--- config.mk ---
export PLATFORM = sky130hd
export DESIGN_NAME = adc_frame_crc_deframer_unit
export DESIGN_NICKNAME = d
export VERILOG_FILES = /design/src/hdl/afcd_pkg.sv /design/src/hdl/afcd_frame_core.sv /design/src/hdl/afcd_out_reg.sv /design/src/hdl/adc_frame_crc_deframer_unit.sv
export SDC_FILE = /design/constraint.sdc
export NUM_CORES = 1
export LEC_CHECK = 0
export ABC_AREA = 1
export BUFFER_PORTS_ARGS = -buffer_cell sky130_fd_sc_hd__buf_2
export CAP_MARGIN = 25
export CORE_UTILIZATION = 45
export CTS_BUF_LIST = sky130_fd_sc_hd__clkbuf_4 sky130_fd_sc_hd__clkbuf_8 sky130_fd_sc_hd__clkbuf_16
export CTS_CLUSTER_DIAMETER = 60
export DETAILED_ROUTE_END_ITERATION = 12
export PLACE_DENSITY = 0.68
export SLEW_MARGIN = 10
export SYNTH_ARGS = -nofsm -noshare
export SYNTH_HDL_FRONTEND = slang
export SYNTH_SLANG_ARGS = --single-unit
--- constraint.sdc ---
create_clock -name clk -period 3.2 [get_ports clk]
set_clock_uncertainty 0.05 [all_clocks]
set_input_delay 0.64 -clock clk [delete_from_list [all_inputs] [get_ports clk]]
set_output_delay 0.64 -clock clk [all_outputs]
set_load 0.02 [all_outputs]
--- src/hdl/afcd_pkg.sv ---
// Shared types, frame constants and the CRC-16 byte update for the ADC frame deframer.
package afcd_pkg;

  localparam int unsigned BYTE_W   = 8;
  localparam int unsigned WORD_W   = 24;
  localparam int unsigned CRC_W    = 16;
  localparam int unsigned POS_W    = 4;
  localparam int unsigned S_DATA_W = 8;
  localparam int unsigned M_DATA_W = 72;
  localparam int unsigned M_USER_W = 1;

  localparam logic [CRC_W-1:0] CRC_INIT = 16'hFFFF;
  localparam logic [CRC_W-1:0] CRC_POLY = 16'h1021;

  // Byte positions within a twelve-byte frame
  localparam logic [POS_W-1:0] POS_CHAN0 = 4'd3;
  localparam logic [POS_W-1:0] POS_CHAN1 = 4'd6;
  localparam logic [POS_W-1:0] POS_CRCW  = 4'd9;
  localparam logic [POS_W-1:0] POS_LAST  = 4'd11;

  typedef struct packed {
    logic               crc_ok;
    logic signed [23:0] channel1;
    logic signed [23:0] channel0;
    logic        [23:0] status_word;
  } afcd_result_t;

  // CRC-16, MSB first, one byte per call
  function automatic logic [CRC_W-1:0] crc16_byte(input logic [CRC_W-1:0] crc,
                                                  input logic [BYTE_W-1:0] b);
    logic [CRC_W-1:0] c;
    c = crc ^ {b, 8'h00};
    for (int k = 0; k < 8; k++) begin
      if (c[CRC_W-1]) begin
        c = {c[CRC_W-2:0], 1'b0} ^ CRC_POLY;
      end else begin
        c = {c[CRC_W-2:0], 1'b0};
      end
    end
    return c;
  endfunction

endpackage

--- src/hdl/afcd_frame_core.sv ---
// Input byte register, frame position counter, CRC and word assembly.
module afcd_frame_core (
  input  logic                          clk,
  input  logic                          rst,
  input  logic                          in_valid,
  input  logic [afcd_pkg::BYTE_W-1:0]   in_byte,
  output logic                          in_ready,
  output logic                          res_valid,
  output afcd_pkg::afcd_result_t        res,
  input  logic                          res_ready
);
  import afcd_pkg::*;

  logic              held;
  logic [BYTE_W-1:0] held_byte;
  logic [POS_W-1:0]  byte_position;
  logic [CRC_W-1:0]  crc_running;
  logic [WORD_W-1:0] status_hold;
  logic [WORD_W-1:0] chan0_hold;
  logic [WORD_W-1:0] chan1_hold;
  logic [CRC_W-1:0]  crc_word_hold;
  logic [CRC_W-1:0]  crc_running_next;
  logic [CRC_W-1:0]  received;
  logic              last;
  logic              advance;

  // positions 12..15 never occur; treat them as the last byte
  assign last     = (byte_position >= POS_LAST);
  assign advance  = held && (!last || res_ready);
  assign in_ready = !held || advance;

  assign crc_running_next = crc16_byte(crc_running, held_byte);
  assign received         = {crc_word_hold[BYTE_W-1:0], held_byte};

  assign res_valid           = held && last && res_ready;
  assign res.status_word     = status_hold;
  assign res.channel0        = chan0_hold;
  assign res.channel1        = chan1_hold;
  assign res.crc_ok          = (crc_running == received);

  always_ff @(posedge clk) begin
    if (rst) begin
      held <= 1'b0;
    end else if (in_valid && in_ready) begin
      held <= 1'b1;
    end else if (advance) begin
      held <= 1'b0;
    end
    if (in_valid && in_ready) begin
      held_byte <= in_byte;
    end
  end

  always_ff @(posedge clk) begin
    if (rst) begin
      byte_position <= '0;
      crc_running   <= CRC_INIT;
      status_hold   <= '0;
      chan0_hold    <= '0;
      chan1_hold    <= '0;
      crc_word_hold <= '0;
    end else if (advance) begin
      if (byte_position < POS_CHAN0) begin
        status_hold <= {status_hold[WORD_W-BYTE_W-1:0], held_byte};
      end else if (byte_position < POS_CHAN1) begin
        chan0_hold <= {chan0_hold[WORD_W-BYTE_W-1:0], held_byte};
      end else if (byte_position < POS_CRCW) begin
        chan1_hold <= {chan1_hold[WORD_W-BYTE_W-1:0], held_byte};
      end
      if (last) begin
        byte_position <= '0;
        crc_running   <= CRC_INIT;
        crc_word_hold <= '0;
      end else begin
        byte_position <= byte_position + POS_W'(1);
        if (byte_position < POS_CRCW) begin
          crc_running <= crc_running_next;
        end else begin
          crc_word_hold <= {crc_word_hold[BYTE_W-1:0], held_byte};
        end
      end
    end
  end

endmodule

--- src/hdl/afcd_out_reg.sv ---
// Result register on the master side; frees as the downstream takes it.
module afcd_out_reg (
  input  logic                   clk,
  input  logic                   rst,
  input  logic                   res_valid,
  input  afcd_pkg::afcd_result_t res,
  output logic                   res_ready,
  output logic                   out_valid,
  output afcd_pkg::afcd_result_t out_res,
  input  logic                   out_ready
);
  import afcd_pkg::*;

  assign res_ready = !out_valid || out_ready;

  always_ff @(posedge clk) begin
    if (rst) begin
      out_valid <= 1'b0;
    end else if (res_valid) begin
      out_valid <= 1'b1;
    end else if (out_ready) begin
      out_valid <= 1'b0;
    end
    if (res_valid) begin
      out_res <= res;
    end
  end

endmodule

--- src/hdl/adc_frame_crc_deframer_unit.sv ---
// Top level of the ADC frame deframer with CRC-16 check.
// Takes one byte per transfer from a two-channel converter link and groups them
// into twelve-byte frames: status, channel 0, channel 1 and CRC, each a
// big-endian 24-bit word. CRC-16 (poly 0x1021, init 0xFFFF, MSB first, no
// reflection, no final xor) runs over the first nine bytes and is compared
// with the low 16 bits of the CRC word; the top CRC byte is not checked.
// One result word leaves after the twelfth byte, then the frame counter
// wraps. There is no framing mark: a lost byte shifts every later frame
// until reset. Rate: one byte per clock, sustained; a result held by a
// stalled master side only stops the input at the next frame end. Each
// byte passes the input register, and the frame result is captured in
// the result register. The CRC byte update (eight unrolled shift/xor
// steps) feeds the running CRC register; the result sees only a compare.
module adc_frame_crc_deframer_unit (
  input  logic                            clk,
  input  logic                            rst,
  input  logic                            s_tvalid,
  output logic                            s_tready,
  input  logic [afcd_pkg::S_DATA_W-1:0]   s_tdata,   // [7:0] rx_byte
  output logic                            m_tvalid,
  input  logic                            m_tready,
  output logic [afcd_pkg::M_DATA_W-1:0]   m_tdata,   // [23:0] status_word,
                                                     // [47:24] channel0,
                                                     // [71:48] channel1
  output logic [afcd_pkg::M_USER_W-1:0]   m_tuser    // [0] crc_ok
);
  import afcd_pkg::*;

  // core to result register
  logic         res_valid;
  logic         res_ready;
  afcd_result_t res;
  afcd_result_t out_res;

  afcd_frame_core u_core (
    .clk       (clk),
    .rst       (rst),
    .in_valid  (s_tvalid),
    .in_byte   (s_tdata[BYTE_W-1:0]),
    .in_ready  (s_tready),
    .res_valid (res_valid),
    .res       (res),
    .res_ready (res_ready)
  );

  afcd_out_reg u_out (
    .clk       (clk),
    .rst       (rst),
    .res_valid (res_valid),
    .res       (res),
    .res_ready (res_ready),
    .out_valid (m_tvalid),
    .out_res   (out_res),
    .out_ready (m_tready)
  );

  // channels are emitted as their raw 24-bit two's complement patterns
  assign m_tdata = {out_res.channel1, out_res.channel0, out_res.status_word};
  assign m_tuser = out_res.crc_ok;

endmodule
* Word level (Yosys, flattened, before mapping) *
Index checks and enable logic that the tools add are counted.

storage, ports and cells
  input port bits = 12
  register bits = 183
  logic and storage cells = 66
  output and inout bits = 75

cells by class
  reductions and logical operators = 18
  $add $sub $neg = 1
  order comparisons = 4
  muxes and demuxes = 17
  equal/unequal tests = 2
  bitwise logic cells = 11

operators by type and width
  cell                   count
  $mux W13               8
  $mux W16               2
  $not A3 Y3             8
  $eq A16 B16 Y1         1
  $mux W8                2
  $xor A16 B16 Y16       1
  $reduce_and A2 Y1      3
  $reduce_bool A2 Y1     3
  $add A4 B1 Y4 const B  1
  $ge A4 B4 Y1 const B   1
  $logic_and A1 B1 Y1    4
  $lt A4 B2 Y1 const B   1
  $lt A4 B3 Y1 const B   1
  $lt A4 B4 Y1 const B   1
  $mux W1                4
  $mux W4                1
  $reduce_and A4 Y1      1
  $logic_not A1 Y1       3
  $logic_or A1 B1 Y1     3
  $reduce_and A3 Y1      1
  $ne A2 B1 Y1 const B   1
  $not A1 Y1             2

* Longest topological paths before layout *
Gate-level depths: netlist of the first run.

  depth in word-level cells = 19
  gate-level depth with buffers = 10
  mapped depth without buffers = 9

* Modules after synthesis *
A second synthesis of the first run with hierarchy kept.

second synthesis, totals
  cells, all modules = 707
  area, all modules = 6921.6 um2

by module, submodules not included
  module           instances  cells each  area an instance (um2)
  afcd_frame_core  1          629         4687.0
  afcd_out_reg     1          78          2234.6

* Worst setup path before layout of the first run *
No wires, ideal clock.

  kind = reg2reg
  from = reg u_core.byte_position[1]
  to = reg, netlist name u_out.out_res[0]
  setup slack = 0.282 ns
  arrival time = 2.441 ns
  required time = 2.723 ns
  cell stages (with the launch flop) = 6
  buffers on the path = 0
  clock period less this slack = 2.918 ns
  setup time = 0.427 ns
  cell sequence = dfxtp_1 -> ha_1 -> nor2_1 -> nor2_4 -> nand3_2 -> inv_1

on the way
  cells in the longest elaborated chain, start to end = 3

RTL lines
  what                               RTL line                           text
  start: declaration                 afcd_frame_core.sv:16              logic [POS_W-1:0] byte_position;
  start signal: assignment           afcd_frame_core.sv:75              byte_position <= byte_position + POS_W'(1);
  $ge A4 B4 Y1                       afcd_frame_core.sv:28              assign last = (byte_position >= POS_LAST);
  $logic_and A1 B1 Y1 (2 in series)  afcd_frame_core.sv:35              assign res_valid = held && last && res_ready;
  via res_valid                      adc_frame_crc_deframer_unit.sv:30  logic res_valid;

The timed path passes the listed nets, and every way through them passes these cells.
A chain may end at the register's enable or synchronous reset.

* Final worst setup path of the first run *
  from = reg u_core.byte_position[1]
  to = out s_tready

on the way
  cells in the longest elaborated chain, start to end = 5

RTL lines
  what                 RTL line                           text
  $ge A4 B4 Y1         afcd_frame_core.sv:28
  $logic_not A1 Y1     afcd_frame_core.sv:29              assign advance = held && (!last || res_ready);
  $logic_or A1 B1 Y1   afcd_frame_core.sv:29
  $logic_and A1 B1 Y1  afcd_frame_core.sv:29
  $logic_or A1 B1 Y1   afcd_frame_core.sv:30              assign in_ready = !held || advance;
  end: declaration     adc_frame_crc_deframer_unit.sv:18  output logic s_tready,

Every way passes these cells.

==> impl_results.md, run 1 <==
* Placed Cells at 949
* WS Path Type: reg -> out
* ANT cells at 0
* #FFs+latches synth at roughly 180
* GR Overflow Total at 0
* CP Max Fanout at 14
* # rows at 44
* Hold_buf cts at 0
* Seq/Total Area, Yosys at 0.649
* Gate Count Post-Synth at slightly above 700
* Clock Latency Late Sink at 0.43 ns
* Number of synthesized flops with an enable pin at slightly above 80
* Mapped cell area at 6890 µm²
* Seq pwr share at 0.521
* Clk pwr share at 0.418
* Comb pwr share at 0.060
* Share of cells above drive strength 1 at 0.179
* Post-route setup TNS at 0 ns
* Static leakage at 3.31 nW
* CTS tree: done
* Hold_ws at 0.342 ns
* GPL Wtd Cong at 0.892
* Vias in the first global route at 4644
* Initial core utilization at 0.467
* Yosys cell types at 33
* CP arrival at 1.99 ns
* Final hold violation count at 0
* Relative slew slack at 0.447
* Slew @ Worst Pin at 0.830 ns
* Area share of the leading cell type in the synthesized netlist at 0.353
* Wire per inst at 14.6 µm
* Register Area at 4470 µm²
* Multi-input combinational cell area at between 2000 and 2500 µm²
* P_int at about 0.0037 W
* Unrepaired setup endpoints after global routing: false
* Via count at 5065
* MaxCap Viol Count at 0
* Switching share of total power at 0.244
* 1st-iter DRT viols at 465
* Total power at 0.00489 W
* Power per Cell Area at 608 nW/µm²
* Core box area at 14800 µm²
* Post-CTS setup buffers at 0
* Cells along the critical path: ha_1, nor2_1, nor2_4, nand3_1, buf_2
* Most common flop cell mapped by yosys: dfxtp_1
* Remaining antenna violation count at 0
* Maximum vdd drop at 397 µV
* Synth area leaders: edfxtp_1 (35%), dfxtp_1 (30%), nand2_1 (7.3%)
* TritonCTS Buffers at 17
* # IOs at 87
* Die width at 126 µm
* H-tree Lvls at 4
* Post-synth ARST share at 0
* PortBufs at between 80 and 90
* Fmax achieved at about 0.37 GHz
* Pins over their slew limit at 0
* Yosys warns at 0
* DR DRC count at 0
* Cell taking the most area after synthesis: edfxtp_1
* Initial antenna violation count at 0
* Area Overhead vs Synth at 16.7%
* HP Class: in -> reg
* Non-filler cells, final at slightly below 1000
* Die height at 126 µm
* Period utilization at 0.836
* Clock Path Buffers at 2
* Fin crit period at between 2 and 3 ns
* Count leader, synth: nand2_1
* Root Buffer: clkbuf_16
* Vias/cell at slightly above 5
* DRT Pass-1 Iters at 5
* Global Route Usage Sum at 0.187
* WL final at 14.3 mm
* Clk slew on worst S/H paths at 0.07 ns
* Fill cell count at 1269
* Largest net degree at the start of global routing at 62
* Worst setup SP type: flip-flop
* Slowest stage delay, CP at 0.40 ns
* Post-layout util at 0.545
* Post-CTS Resized at 0
* Psw at between 0.001 and 0.0015 W
* Syn nets at 719
* Clock Sinks at about 180
* Fin nets at 798
* DIE AREA at 15800 µm²
* Top cells by count, synth: nand2_1 (134), nor2_1 (109), dfxtp_1 (102)
* HPWL after DPL at 9.50 mm
* Critical Path End Type: primary output
* Final Setup Violations at 0
* Status: finished clean
* Critical path's slowest cell: dfxtp_1
* Avg Inst Size Synth at 9.77 µm²
* First-pass GRT wire length at 23.3 mm
* WP data required at 2.51 ns
==> routing by layer <==
metal | share of wire | global-route usage
met5 | 0 | 0
met4 | 0.015 | 0.0716
met3 | 0.053 | 0.0408
met2 | 0.48 | 0.295
met1 | 0.46 | 0.254
==> metrics by stage <==
step | area, µm² | setup slack (ns)
after floorplan | 6890 | 0.282
after global placement | 7450 | 0.850
after detailed placement | 7450 | 0.745
after CTS | 8040 | 0.533
after global routing | 8040 | 0.422
final | 8040 | 0.525
==> state kept, by name (all words and copies together) (netlist names) <==
register,cells
u_core.status_hold,24
u_core.crc_running,16
u_out.out_valid,1
u_core.chan0_hold,24
u_core.held_byte,8
u_core.chan1_hold,24
u_core.held,1
u_out.out_res,73
u_core.byte_position,4
u_core.crc_word_hold,8
==> cells in the final DEF (no fill, tap or decap), types with 2 or more instances in the layout <==
cell type / Yosys / routed
edfxtp_1: 81 / 81
inv_6: 0 / 6
nand2_2: 3 / 3
xor2_1: 9 / 9
o21ai_0: 47 / 47
clkbuf_16: 0 / 17
o21ai_4: 2 / 2
a21oi_1: 47 / 47
nand4_1: 28 / 28
nor2_1: 109 / 109
ha_1: 2 / 2
buf_2: 9 / 86
clkinv_2: 1 / 2
inv_2: 5 / 6
dfxtp_1: 102 / 102
nand3_1: 37 / 37
clkinvlp_4: 0 / 2
nand3_2: 3 / 3
inv_8: 0 / 3
o21ai_1: 11 / 11
buf_4: 3 / 3
nand2_1: 134 / 134
nor3_1: 4 / 4
inv_1: 39 / 38
buf_12: 0 / 2
==> power by group through the flow <==
stage,Clock (W),Sequential (W),Combinational [W]
global placement,0,0.00260,0.000285
global route,0.00218,0.00255,0.000345
floorplan,0,0.00257,0.000242
finish,0.00205,0.00255,0.000296
CTS,0.00209,0.00255,0.000294
detailed placement,0,0.00260,0.000291
==> worst max-delay path: cells and delay by family (launching register included) <==
kind / cells / cell delay [ns]
AND/OR/NAND/NOR: 3 / 0.67
adder cells (fa/ha/maj): 1 / 0.28
flip-flops: 1 / 0.40
buffers and inverters: 1 / 0.21
==> final timing paths <==
kind,cells past startpoint,slack [ns],endpoint,start
worst min register to register,0,0.39,u_out.out_res[68],u_core.chan1_hold[20]
worst max register to register,7,0.72,u_core.chan1_hold[22],u_core.byte_position[1]
worst min-delay path,1,0.34,u_core.held_byte[3],s_tdata[3]
worst max-delay path,5,0.52,s_tready,u_core.byte_position[1]
==> logic make-up (layout without fill, tap and decap cells) <==
group	Yosys count	after routing	synth area share
AO/OA/AOI/OAI	111	111	0.0855
XOR/XNOR	10	10	0.0127
adder cells (fa/ha/maj)	2	2	0.00363
buffers and inverters	77	169	0.0487
flip-flops	183	183	0.649
AND/OR/NAND/NOR	322	322	0.200
==> final cells by class <==
class                   count  area share
flip-flops and latches    183       0.557
inverters                  46      0.0216
clock buffers              17      0.0529
repair buffers             91      0.0613
clock inverters            15      0.0201
well taps                 184      0.0286
multi-input cells         445       0.259
Note: power is estimated with default switching activity, not from simulation.
==> run 2: changes to the inputs <==
--- a/config.mk
+++ b/config.mk
@@ -12,7 +12,7 @@
 export CTS_BUF_LIST = sky130_fd_sc_hd__clkbuf_4 sky130_fd_sc_hd__clkbuf_8 sky130_fd_sc_hd__clkbuf_16
 export CTS_CLUSTER_DIAMETER = 60
 export DETAILED_ROUTE_END_ITERATION = 12
-export PLACE_DENSITY = 0.68
+export PLACE_DENSITY = 0.7
 export SLEW_MARGIN = 10
 export SYNTH_ARGS = -nofsm -noshare
 export SYNTH_HDL_FRONTEND = slang
==> constraint.sdc (replaced) <==
create_clock -name clk -period 2.2 [get_ports clk]
set_clock_uncertainty 0.05 [all_clocks]
set_input_delay 0.44 -clock clk [delete_from_list [all_inputs] [get_ports clk]]
set_output_delay 0.44 -clock clk [all_outputs]
set_load 0.02 [all_outputs]
==> run 2 against run 1 <==
  * Non-clock buffer count rose by 12
  * Largest power group unchanged
  * Sequential share of layout area fell by 1.1 points
  * Critical path depth up 2
  * Worst hold slack lost 0.20 ns
  * First-iteration DRC count up 2.2%
==> impl_results.md, run 2 (synthesis results as in run 1) <==
* Initial core utilization at 0.467 (unchanged)
* Worst hold path depth at 1 (unchanged)
* Max FFs per register at 73 (unchanged)
* Area Overhead vs Synth at 19.2%
* WP data required at 2.22 ns (-0.29 ns)
* Global Route Usage Sum at 0.191 (+0.00360)
* DRT Pass-1 Iters at 6 (+1)
* H-tree Lvls at 4 (unchanged)
* R2R setup slack at 0.22 ns (-0.50 ns)
* Final Setup Violations at 0 (unchanged)
* Vias/cell at 5.18 (+0.37%)
* Vias in the first global route at 4652 (+0.17%)
* WS Path Type: reg -> reg
* WL final at 14.5 mm (+1.1%)
* Comb pwr share at 0.060 (about the same)
* Hold EP: u_core.held_byte[1]
* GR Overflow Total at 0 (unchanged)
* Seq pwr share at 0.504 (-0.017)
* Slew @ Worst Pin at 0.512 ns (-0.318 ns)
* 1st-iter DRT viols at 475 (+2.2%)
* PortBufs at 86 (unchanged)
* ANT cells at 0 (unchanged)
* DIE AREA at 15800 µm² (unchanged)
* Worst R2R Start: u_core.byte_position[1]
* CTS tree: done
* Share of cells above drive strength 1 at 0.197 (+0.0171)
* Fill cell count at 1306 (+2.9%)
* Design Area, Final at 8210 µm² (+2.2%)
* # rows at 44 (unchanged)
* Clk pwr share at 0.435 (+0.017)
* MaxCap Viol Count at 0 (unchanged)
* Clk slew on worst S/H paths at 0.06 ns (about the same)
* Fin crit period at 1.98 ns
* TritonCTS Buffers at 17 (unchanged)
* Worst setup SP type: flip-flop
* RR Endpoint: u_core.held_byte[0]
* Post-DP Area at 7570 µm² (+1.6%)
* Via count at 5146 (+1.6%)
* Static leakage at 3.39 nW (+2.4%)
* CP arrival at 2.00 ns (about the same)
* Fin nets at 810 (+1.5%)
* Beginning of the worst hold path: s_tdata[1]
* Remaining antenna violation count at 0 (unchanged)
* Period utilization at 0.898
* Biggest register: u_out.out_res
* Clock Path Buffers at 2 (unchanged)
* Die width at 126 µm (unchanged)
* HPWL after DPL at 9.40 mm (-1.0%)
* Wire per inst at 14.6 µm (-0.13%)
* Switching share of total power at 0.224 (-0.0195)
* CP bufs+invs at 1 (unchanged)
* Critical path's slowest cell: a21oi_2
* Critical path depth at 7 (+2)
* Power per Cell Area at 895 nW/µm² (+47%)
* Placed Cells at 960 (+1.2%)
* Fmax achieved at a little over 0.5 GHz
* Unrepaired setup endpoints after global routing: false
* Slowest stage delay, CP at 0.46 ns (+0.06 ns)
* Maximum vdd drop at 605 µV (+53%)
* # IOs at 87 (unchanged)
* DR DRC count at 0 (unchanged)
* HP Class: in -> reg
* Root Buffer: clkbuf_16
* P_int at 0.00570 W (+54%)
* GPL Wtd Cong at 0.870 (-2.4%)
* Die height at 126 µm (unchanged)
* Clock Sinks at 183 (unchanged)
* Final hold violation count at 0 (unchanged)
* Cells along the critical path: ha_4, nor2_4, nor2_4, buf_4, nand2_1, nand2_1, a21oi_2
* Clock Latency Late Sink at 0.43 ns (about the same)
* Core box area at 14800 µm² (unchanged)
* Pins over their slew limit at 0 (unchanged)
* Initial antenna violation count at 0 (unchanged)
* Relative slew slack at 0.659 (+0.212)
* Fin worst setup slack at 0.223 ns (-0.301 ns)
* Critical Path End Type: flip-flop
* Setup WS pre-CTS at 0.154 ns (-0.591 ns)
* Psw at 0.00165 W (+38%)
* CP Max Fanout at 13 (-1)
* Largest net degree at the start of global routing at 64 (+3.2%)
* CP top delay family: compound AO/OA/AOI/OAI gates
* First-pass GRT wire length at 23.4 mm (+0.41%)
* Status: finished clean
* Cells on worst reg2reg path at 7 (unchanged)
* Hold_buf cts at 0 (unchanged)
* Non-filler cells, final at 993 (+1.2%)
* Commonest non-fill, non-tap cell in the layout: nand2_1
* Most frequent cells in the layout: nand2_1 (134), nor2_1 (107), dfxtp_1 (100)
run 2: cell count changes in the layout (fill, tap and decap cells not counted), sizes merged:
| cell | change |
|---|---|
| clkinv | +4 |
| buf | +12 |
| clkbuf | +1 |
| inv | -7 |
| clkinvlp | -1 |
| bufinv | +3 |
run 2: what timing repair did:
action,CTS,global route
pin swaps,1,0
setup endpoints to repair,1,8
buffers inserted,1,0
gates resized for setup,0,1
run 2: final cells by class:
cell class / count / area, µm² / share of cell area
clock buffer: 18 / 433 / 0.0527
sequential: 183 / 4480 / 0.545
multi-input combinational: 445 / 2110 / 0.257
clock inverter: 14 / 198 / 0.0241
tap: 184 / 230 / 0.0280
timing repair buffer: 103 / 583 / 0.0710
inverter: 46 / 178 / 0.0216
run 2: worst max-delay path by stage:
stage,startpoint,endpoint,slack (ns)
CTS,u_core.byte_position[1],u_core.held_byte[3],0.009
global placement,u_core.byte_position[1],u_core.held_byte[5],0.25
detailed placement,u_core.byte_position[1],u_core.held_byte[4],0.15
finish,u_core.byte_position[1],u_core.held_byte[0],0.22
global route,u_core.byte_position[1],u_core.held_byte[2],0.14
floorplan,u_core.byte_position[1],u_out.out_res[0],-0.09
run 2: routing by layer:
metal  wire length (µm)  part of all wire  vias up  track usage
met5                  0                 0        -            0
met4                512             0.035        0        0.103
met3                859             0.059       31       0.0556
met2               6560              0.45      174        0.290
met1               6550              0.45     2386        0.247
li1                   -                 -     2555            -
run 2: power groups by stage:
| stage | combinational, W | clock [W] | sequential [W] |
|---|---|---|---|
| after floorplan | 0.000352 | 0 | 0.00374 |
| after global placement | 0.000431 | 0 | 0.00378 |
| after detailed placement | 0.000438 | 0 | 0.00378 |
| after CTS | 0.000442 | 0.00325 | 0.00370 |
| after global routing | 0.000514 | 0.00341 | 0.00371 |
| final | 0.000444 | 0.00320 | 0.00371 |
run 2: per-stage QoR:
step,total power [W],util,hold slack [ns],TNS (ns)
3_3_place_gp,0.00421,0.513,0.365,0
4_1_cts,0.00740,0.556,0.126,0
6_report,0.00735,0.557,0.140,0
3_5_place_dp,0.00422,0.513,0.365,0
5_1_grt,0.00764,0.557,0.125,0
2_1_floorplan,0.00410,-,0.359,-6.77
==> run 3: changes to the inputs <==
--- a/config.mk
+++ b/config.mk
@@ -5,9 +5,8 @@
 export SDC_FILE = /design/constraint.sdc
 export NUM_CORES = 1
 export LEC_CHECK = 0
-export ABC_AREA = 1
 export BUFFER_PORTS_ARGS = -buffer_cell sky130_fd_sc_hd__buf_2
-export CAP_MARGIN = 25
+export CAP_MARGIN = 30
 export CORE_UTILIZATION = 45
 export CTS_BUF_LIST = sky130_fd_sc_hd__clkbuf_4 sky130_fd_sc_hd__clkbuf_8 sky130_fd_sc_hd__clkbuf_16
 export CTS_CLUSTER_DIAMETER = 60
==> run 3 against run 2 <==
  * Non-clock buffer count down 2
  * Synthesized area down 3.8%
  * Worst hold slack worse by 0.0023 ns
  * Via count down 16%
  * Worst setup slack worse by 0.14 ns
  * Sequential cell count unchanged
  * Global-route usage down 0.93 points
  * Utilization down 0.27 points
  * Design area down 4.6%
  * Sequential share of layout area up 2.6 points
==> impl_results.md, run 3 <==
* Fill cell count at 1186 (-9.2%)
* Largest net degree at the start of global routing at 55 (-14%)
* Yosys warns at 0 (unchanged)
* Cells along the critical path: o21a_4, nand3_1, buf_2
* Count leader, synth: dfxtp_1
* Hold EP: u_core.held_byte[6]
* Clock Sinks at 183 (unchanged)
* Mapped cell area at 6630 µm² (-3.8%)
* DR DRC count at 0 (unchanged)
* Unrepaired setup endpoints after global routing: false
* Seq/Total Area, Yosys at 0.675 (+0.0254)
* Hold_buf cts at 0 (unchanged)
* Clk slew on worst S/H paths at 0.07 ns (about the same)
* RR Endpoint: u_core.crc_running[5]
* Post-CTS setup buffers at 0 (-1)
* Synth area leaders: edfxtp_1 (37%), dfxtp_1 (31%), nand2_1 (5.6%)
* Yosys cell types at 39 (+18%)
* Cell taking the most area after synthesis: edfxtp_1
* Die width at 123 µm (-1.9%)
* Met1 usage at 0.225 (-0.0221)
* Initial core utilization at 0.469 (+0.00164)
* Most frequent cells in the layout: dfxtp_1 (100), nand2_1 (98), buf_2 (85)
* Fin worst setup slack at 0.0873 ns (-0.136 ns)
* Initial antenna violation count at 0 (unchanged)
* Post-CTS Resized at 0 (unchanged)
* Commonest non-fill, non-tap cell in the layout: dfxtp_1
* Top cells by count, synth: dfxtp_1 (102), nand2_1 (99), edfxtp_1 (81)
* Max FFs per register at 73 (unchanged)
* Vias/cell at 5.19 (+0.16%)
* Gr busiest metal: met2
* Worst setup SP type: flip-flop
* Post-synth ARST share at 0 (unchanged)
* Period utilization at 0.960 (+0.0619)
* Clock Path Buffers at 2 (unchanged)
* Beginning of the worst hold path: s_tdata[6]
* Complex-gate fraction of the synthesized area at 0.0934 (+0.00787)
* Area share of the leading cell type in the synthesized netlist at 0.367 (+0.0138)
* Area Overhead vs Synth at 18.2%
* Design Area, Final at 7840 µm² (-4.6%)
* CP Max Fanout at 14 (+1)
* MaxCap Viol Count at 0 (unchanged)
* Root Buffer: clkbuf_16
* GPL Wtd Cong at 0.880 (+1.1%)
* HP Class: in -> reg
* CTS tree: done
* Die height at 123 µm (-1.9%)
* #FFs+latches synth at 183 (unchanged)
* Most common flop cell mapped by yosys: dfxtp_1
* Vias in the first global route at 4100 (-12%)
* CP arrival at 1.62 ns (-0.38 ns)
* Hold_ws at 0.138 ns (-0.00226 ns)
* Relative slew slack at 0.533 (-0.126)
* Number of synthesized flops with an enable pin at 81 (unchanged)
* Critical path's slowest cell: dfxtp_1
* Slew @ Worst Pin at 0.698 ns (+0.186 ns)
* Setup WS pre-CTS at 0.132 ns (-0.0222 ns)
* Avg Inst Size Synth at 11.8 µm² (+21%)
* GR Overflow Total at 0 (unchanged)
* Critical Path End Type: primary output
* Static leakage at 2.94 nW (-13%)
* Wire per inst at 15.7 µm (+7.5%)
* WS Path Type: reg -> out
* Cells on worst reg2reg path at 7 (unchanged)
* # IOs at 87 (unchanged)
* Biggest register: u_out.out_res
* Syn nets at 575 (-20%)
* 1st-iter DRT viols at 371 (-22%)
* Synth Area in Simple Gates at 0.111 (-0.0892)
* Share of cells above drive strength 1 at 0.221 (+0.0248)
* Remaining antenna violation count at 0 (unchanged)
* TritonCTS Buffers at 17 (unchanged)
* GRT met3 Usage at 0.0595 (+0.00385)
* Fmax achieved at 0.473 GHz (-6.4%)
* Mux share of post-synthesis cell area at 0.0362 (+0.0362)
* Core box area at 14100 µm² (-4.1%)
* Post-synthesis xor/xnor area fraction at 0.0528 (+0.0401)
* Power per Cell Area at 885 nW/µm² (-1.1%)
* Maximum vdd drop at 474 µV (-22%)
* R2R setup slack at 0.11 ns (-0.11 ns)
* Post-synthesis adder-cell area fraction at 0.00377 (+0.000142)
* Via count at 4334 (-16%)
* WL final at 13.1 mm (-9.6%)
* WP data required at 1.71 ns (-0.51 ns)
* Multi-input combinational cell area at 2000 µm² (-5.2%)
* Worst hold path depth at 1 (unchanged)
* Pins over their slew limit at 0 (unchanged)
* Combinational family with the most area after synthesis: simple AND/OR/NAND/NOR gates
* # rows at 43 (-2.3%)
* Slowest stage delay, CP at 0.56 ns (+0.10 ns)
* PortBufs at 86 (unchanged)
* Status: finished clean
* DIE AREA at 15200 µm² (-3.7%)
* Clock Latency Late Sink at 0.43 ns (about the same)
* Register Area at 4480 µm² (about the same)
* Fin crit period at 2.11 ns (+0.136 ns)
* Worst Setup SP: u_core.byte_position[2]
* DRT Pass-1 Iters at 4 (-2)
* First-pass GRT wire length at 20.7 mm (-12%)
* Final hold violation count at 0 (unchanged)
* Gate Count Post-Synth at 561 (-20%)
* Post-DP Area at 7260 µm² (-4.1%)
* ANT cells at 0 (unchanged)
* Fin nets at 656 (-19%)
* Worst R2R Start: u_core.byte_position[0]
* Final Setup Violations at 0 (unchanged)
* Grt met2 use at 0.291 (+0.00133)
* HPWL after DPL at 8.43 mm (-10%)
* Global Route Usage Sum at 0.182 (-0.00930)
* H-tree Lvls at 4 (unchanged)
[run 3: cell families (layout without fill, tap and decap cells)]
kind of cell    after synthesis  in the layout
compound gates               98             98
fa+ha+maj                     2              2
xor+xnor                     40             40
buf+inv                      43            137
flops                       183            183
mux                          24             24
simple gates                171            171
[run 3: cell type report]
| class | instances | share of cell area |
|---|---|---|
| Sequential cell | 183 | 0.572 |
| Multi-Input combinational cell | 335 | 0.256 |
| Timing Repair Buffer | 101 | 0.0712 |
| Clock buffer | 20 | 0.0594 |
| Tap cell | 180 | 0.0287 |
| Clock inverter | 12 | 0.0115 |
| Inverter | 4 | 0.00192 |
[run 3: per-stage QoR]
step                       util  cells  total power, W  TNS [ns]
after floorplan               -    561         0.00405    -21.91
after global placement    0.513    802         0.00415         0
after detailed placement  0.513    802         0.00416         0
after CTS                 0.552    834         0.00699         0
after global routing      0.554    835         0.00718         0
final                     0.554    835         0.00694         0
[run 3: layer usage]
metal / share of wire / vias up
met5: 0 / -
met4: 0.021 / 0
met3: 0.057 / 23
met2: 0.48 / 116
met1: 0.44 / 2086
li1: - / 2109
[run 3: worst max-delay path by stage]
stage                             end
2_1_floorplan        u_out.out_res[0]
4_1_cts                      s_tready
3_3_place_gp   u_core.crc_running[13]
5_1_grt                      s_tready
6_report                     s_tready
3_5_place_dp    u_core.crc_running[5]
[run 3: where the power goes]
part	switching, W	internal [W]
Sequential	0.0000938	0.00359
Clock	0.00129	0.00155
Combinational	0.000225	0.000190
Total	0.00160	0.00533
[run 3: worst max-delay path: cells and delay by family, from the launching register on]
family | cells | cell delay (ns)
DFF | 1 | 0.56
buffers and inverters | 1 | 0.19
AOI/OAI and AO/OA | 1 | 0.29
and+or+nand+nor | 1 | 0.15
